===== src/plbu_pkg.sv =====
package plbu_pkg;

	localparam int LEVELS_DEF     = 64;
	localparam int PRICE_BITS_DEF = 32;
	localparam int SIZE_BITS_DEF  = 32;

	localparam int PRICE_W  = 32;
	localparam int SIZE_W   = 32;
	localparam int COUNT_W  = 7;
	localparam int STATUS_W = 3;

	typedef enum logic [STATUS_W-1:0] {
		ST_INSERTED = 3'd0,
		ST_UPDATED  = 3'd1,
		ST_DELETED  = 3'd2,
		ST_ABSENT   = 3'd3,
		ST_IGNORED  = 3'd4,
		ST_FULL     = 3'd5,
		ST_LOOKUP   = 3'd6
	} status_t;

	localparam logic [1:0] SIDE_BID = 2'd0;
	localparam logic [1:0] SIDE_ASK = 2'd1;

	localparam logic KIND_UPDATE = 1'b0;
	localparam logic KIND_LOOKUP = 1'b1;

	typedef struct packed {
		logic go;
		logic update;
		logic rd_en;
	} side_cmd_t;

	typedef struct packed {
		logic hit;
		logic full;
	} side_rsp_t;

endpackage


===== src/plbu_ram.sv =====
module plbu_ram #(
	parameter int WIDTH = 32,
	parameter int DEPTH = 64
) (
	input  logic                     clk,
	input  logic                     we,
	input  logic [$clog2(DEPTH)-1:0] waddr,
	input  logic [WIDTH-1:0]         wdata,
	input  logic                     re,
	input  logic [$clog2(DEPTH)-1:0] raddr,
	output logic [WIDTH-1:0]         rdata
);

	logic [WIDTH-1:0] mem_q [DEPTH];
	logic [WIDTH-1:0] rdata_q;

	always_ff @(posedge clk) begin
		if (we) begin
			mem_q[waddr] <= wdata;
		end
		if (re) begin
			rdata_q <= mem_q[raddr];
		end
	end

	assign rdata = rdata_q;

endmodule


===== src/plbu_side.sv =====
module plbu_side #(
	parameter int LEVELS = plbu_pkg::LEVELS_DEF,
	parameter int KEY_W  = plbu_pkg::PRICE_BITS_DEF,
	parameter int SZ_W   = plbu_pkg::SIZE_BITS_DEF
) (
	input  logic                        clk,
	input  logic                        arst_n,
	input  plbu_pkg::side_cmd_t         cmd,
	input  logic [KEY_W-1:0]            key,
	input  logic [SZ_W-1:0]             qty,
	output plbu_pkg::side_rsp_t         rsp,
	output logic [$clog2(LEVELS+1)-1:0] count_nxt,
	output logic [SZ_W-1:0]             rd_size
);

	localparam int IDX_W = $clog2(LEVELS);
	localparam int CNT_W = $clog2(LEVELS + 1);

	logic [KEY_W-1:0]  keys_q [LEVELS];
	logic [LEVELS-1:0] valid_q;
	logic [CNT_W-1:0]  count_q;

	logic [LEVELS-1:0] match;
	logic [LEVELS-1:0] free_vec;
	logic [LEVELS-1:0] free_low;
	logic [IDX_W-1:0]  hit_idx;
	logic [IDX_W-1:0]  free_idx;
	logic              hit;
	logic              full;
	logic              qty_zero;
	logic              do_del;
	logic              do_upd;
	logic              do_ins;

	always_comb begin
		match    = '0;
		hit_idx  = '0;
		free_idx = '0;
		for (int i = 0; i < LEVELS; i++) begin
			match[i] = valid_q[i] && (keys_q[i] == key);
		end
		free_vec = ~valid_q;
		free_low = free_vec & ((~free_vec) + LEVELS'(1));
		for (int i = 0; i < LEVELS; i++) begin
			if (match[i]) begin
				hit_idx = hit_idx | IDX_W'(i);
			end
			if (free_low[i]) begin
				free_idx = free_idx | IDX_W'(i);
			end
		end
	end

	assign hit      = |match;
	assign full     = &valid_q;
	assign qty_zero = (qty == '0);
	assign do_del   = cmd.go && cmd.update && qty_zero && hit;
	assign do_upd   = cmd.go && cmd.update && !qty_zero && hit;
	assign do_ins   = cmd.go && cmd.update && !qty_zero && !hit && !full;

	always_comb begin
		count_nxt = count_q;
		if (do_ins) begin
			count_nxt = count_q + CNT_W'(1);
		end else if (do_del) begin
			count_nxt = count_q - CNT_W'(1);
		end
	end

	assign rsp.hit  = hit;
	assign rsp.full = full;

	always_ff @(posedge clk or negedge arst_n) begin
		if (!arst_n) begin
			valid_q <= '0;
			count_q <= '0;
		end else begin
			if (do_del) begin
				valid_q[hit_idx] <= 1'b0;
			end else if (do_ins) begin
				valid_q[free_idx] <= 1'b1;
			end
			count_q <= count_nxt;
		end
	end

	always_ff @(posedge clk) begin
		if (do_ins) begin
			keys_q[free_idx] <= key;
		end
	end

	plbu_ram #(
		.WIDTH(SZ_W),
		.DEPTH(LEVELS)
	) u_sizes (
		.clk  (clk),
		.we   (do_upd || do_ins),
		.waddr(hit ? hit_idx : free_idx),
		.wdata(qty),
		.re   (cmd.rd_en),
		.raddr(hit_idx),
		.rdata(rd_size)
	);

endmodule


===== config.mk =====
export PLATFORM = sky130hd
export DESIGN_NAME = plbu_side
export DESIGN_NICKNAME = d
export VERILOG_FILES = /design/src/plbu_pkg.sv /design/src/plbu_ram.sv /design/src/plbu_side.sv
export SDC_FILE = /design/constraint.sdc
export NUM_CORES = 2
export LEC_CHECK = 0
export BUFFER_PORTS_ARGS = -buffer_cell sky130_fd_sc_hd__buf_4
export CORE_ASPECT_RATIO = 1.2
export CORE_UTILIZATION = 40
export CTS_BUF_LIST = sky130_fd_sc_hd__clkbuf_8
export CTS_CLUSTER_DIAMETER = 120
export DETAILED_ROUTE_END_ITERATION = 6
export SETUP_SLACK_MARGIN = 0.15
export SLEW_MARGIN = 20
export SYNTH_ARGS = -nofsm -noshare
export SYNTH_HDL_FRONTEND = slang
export SYNTH_SLANG_ARGS = --single-unit

===== constraint.sdc =====
create_clock -name clk -period 8.5 [get_ports clk]
set_clock_uncertainty 0.15 [all_clocks]
set_input_delay 0.85 -clock clk [delete_from_list [all_inputs] [get_ports clk]]
set_output_delay 0.85 -clock clk [all_outputs]
set_load 0.05 [all_outputs]

==> results.md <==
* DRC at 0
* RSZ-0062 raised after global routing: no
* Vias per cell at 5.606
* Pwr per Cell Area at 215.3 nW/um^2
* Dpl hpwl at 342,400 um
* FF+latch count, synth at 4,199
* Final Util at 45.69%
* Post-DP Area at 183,800 um^2
* Post-synthesis cell type count at 90
* Initial Util at 40.16%
* CTS buffer count at 667
* Synth area leader: edfxtp_1
* Filler instances at 37,323
* Max VDD drop at 0.2044 mV
* CP max stage delay at 960 ps
* Crit-path cells: dlygate4sd3_1 -> clkbuf_8 -> buf_4 -> buf_4 -> xor2_1 -> nor4_1 -> nand4_1 -> or4_1 -> nand4_1 -> nor4_1 -> nand2_1 -> or3_2 -> clkinv_1 -> nand4_1 -> o22ai_1 -> xor2_1 -> buf_4 -> buf_4
* Pre-antenna DRT Iters at 7
* Status: complete, no violations
* H-tree depth at 6
* Die area at 434,700 um^2
* Worst-path maximum fanout at 41
* Setup violations, final at 0
* Register area share after synthesis at 72.75%
* Via Count at 101,135
* Worst min path class: in -> reg
* Area growth syn-to-layout at 13.79%
* Initial antenna violation count at 27
* First-pass GRT wire length at 770,000 um
* Synth Warn # at 0
* Top-level port count at 110
* Syn_area_per_cell at 15.90 um^2
* Top_reg_cell synth: edfxtp_1
* Req. time, crit path at 7500 ps
* Crit path capture: count_nxt[6]
* Post-synth EDFFs at 4,128
* Sinks on Clock Net at 4,199
* Vias in the first global route at 99,875
* Post-route clock period utilization at 92.36%
* Worst-Skew Late Latency at 1270 ps
* All-layer global routing usage at 24.76%
* Final Hold Vio Count at 0
* Slew @ Worst Pin at 1164 ps
* Routed length per instance at 30.49 um
* Reg-to-Reg End: u_sizes.mem_q[58][4]
* Crit path top cell by count: buf_4
* Crit path max-delay family: simple AND/OR/NAND/NOR gates
* Reg2reg start: valid_q[4]
* Root Driver: clkbuf_8
* Cells after Synth at 10,872
* Fmax at 127.4 MHz
* Tot Pwr at 0.04234 W
* Mapped Nets at 10,943
* Area of the mapped netlist at 172,800 um^2
* Total gr overflow at 0
* Critical-path top delay cell: nor4_1
* Port bufs at 109
* Crit. Startpoint: key[31]
* Detail Route Antenna Nets at 0
* Final Instance Area at 196,700 um^2
* WHS at 115.1 ps
* Max-slew headroom at 21.69%
* Setup TNS at 0 ps
* CTS tree: yes
* Core region area at 430,400 um^2
* Fin. max-slew vios at 0
* Setup Buffers After CTS at 0
* Crit path buf inv count at 7
* Max Cap Viol at 0
* Synth area leaders: edfxtp_1 72%, xor2_1 7.4%, mux2i_1 3.2%
* Fin nets at 11,861
* Longest Clk Path Bufs at 4
* Critical path endpoint category: primary output
* Routability congestion estimate at 0.9238
* FFs w/ async S/R, synth at 1.691%
* Initial DRC count at 11,641
* Startpoint types: input port
* Share of cells above drive strength 1 at 14.66%
* Largest net degree at the start of global routing at 116
* Row count at 264
* Lkg Pwr at 67.29 nW
* Final worst path period need at 7850 ps
* FF-to-FF path depth at 14
* Die width at 602.1 um
* Crit path kind: in -> out
* Drt total wl at 550,000 um
* Reg2Reg Setup Slack at 1600 ps
* Crit path DAT at 6850 ps
* Die Ht at 722.1 um
* Clock Pin Slew Worst Setup and Hold Paths at 60 ps
* Post-synth top area share at 71.72%
* Critical path depth in cells at 18
-- sequential cells by signal, summed over array words and instances, names as in the netlist --
| name | count |
|---|---|
| keys_q | 2048 |
| u_sizes.mem_q | 2048 |
| valid_q | 64 |
| u_sizes.rdata | 32 |
| count_q | 7 |
-- layer usage --
layer  up-vias  global-route usage (%)  share of wire, %
met1     52315                   33.48                41
met4         8                   9.902               4.3
met3       923                   3.816               7.6
met2      4781                   40.06                47
li1      43108                       -                 -
met5         -                       0            0.0098
-- worst min-delay path by stage --
stage	start	end	slack, ps	cells past startpoint
2_1_floorplan	valid_q[38]	valid_q[38]	350	2
3_3_place_gp	valid_q[38]	valid_q[38]	380	2
3_5_place_dp	valid_q[38]	valid_q[38]	390	2
4_1_cts	qty[24]	u_sizes.mem_q[21][24]	4	1
5_1_grt	key[27]	keys_q[50][27]	30	1
6_report	qty[24]	u_sizes.mem_q[10][24]	120	1
-- Yosys cell counts (38+ instances only) --
cell type / count
a211oi_1: 48
a21oi_1: 198
a221oi_1: 60
a222oi_1: 39
a22oi_1: 41
a31oi_1: 136
buf_2: 117
buf_4: 104
buf_6: 119
clkbuf_1: 153
dfrtp_1: 71
edfxtp_1: 4128
inv_1: 49
mux2_2: 38
mux2i_1: 561
nand2_1: 929
nand2b_1: 45
nand3_1: 225
nand4_1: 240
nor2_1: 235
nor3_1: 127
nor4_1: 370
o211ai_1: 52
o21ai_0: 175
o22ai_1: 62
or4_1: 47
xnor2_1: 586
xor2_1: 1455
-- stage by stage --
| step | instances | setup slack [ps] |
|---|---|---|
| 5_1_grt | 18027 | 493.6 |
| 6_report | 18040 | 649.7 |
| 4_1_cts | 18021 | 659.0 |
| 3_5_place_dp | 16789 | 698.0 |
| 2_1_floorplan | 10872 | 1248 |
| 3_3_place_gp | 16788 | 318.2 |
-- kinds of logic (layout without fill, tap and decap cells) --
kind of cell    count (synthesis)  count (layout)  share of synthesized area, %
flops                        4199            4199                         72.75
simple gates                 2395            2395                         6.880
xor+xnor                     2041            2041                         10.34
compound gates               1029            1029                         4.058
buf+inv                       606            2037                         2.447
mux                           600             600                         3.505
fa+ha+maj                       2               2                       0.01448
other cells                     0              18                             0
-- where the power goes --
part	internal [W]	leakage [nW]	switching (W)
clock network	0.00811	7.07	0.00819
registers	0.0231	38.1	0.000149
logic	0.000740	22.2	0.00204
total	0.0320	67.3	0.0104
-- layout make-up --
cell class,count,area [um^2],area share (%)
flip-flops and latches,4199,125700,63.94
multi-input cells,6067,43830,22.29
clock buffers,678,9331,4.745
repair buffers,804,7441,3.784
well taps,5719,7156,3.639
clock inverters,504,2934,1.492
inverters,51,191.4,0.09734
diodes,18,45.04,0.02290
-- worst register-to-register path: stages (launching register included) --
cell and delay, ps:
dfrtp_1 650, and4_1 620, nand3_1 390, or4_1 660
nor4_2 710, and3_1 570, nand3b_1 320, o2111ai_1 280
nor4_1 130, buf_4 170, mux2_2 300, nor2_1 150
nand2_1 570, nor2_4 390, buf_4 500
-- placed cells by master (no fill, tap or decap), types with 55 or more instances in the layout --
master / n
o21ai_0: 175
nor2_4: 69
edfxtp_1: 4128
nor3_1: 110
a21oi_1: 193
clkinv_2: 55
a31oi_1: 135
nor4_1: 363
xor2_1: 1455
buf_12: 86
dfrtp_1: 71
clkbuf_8: 710
a221oi_1: 59
inv_1: 271
nand2_1: 927
nand3_1: 223
nand4_1: 240
mux2i_1: 561
clkinv_1: 156
nor2_1: 123
o22ai_1: 62
xnor2_1: 586
buf_4: 635
-- what timing repair did --
item,CTS,global route
gates resized for setup,0,0
hold endpoints to repair,713,0
setup endpoints to repair,0,0
hold buffers,50,0
Power figures use the tool's default switching activity.
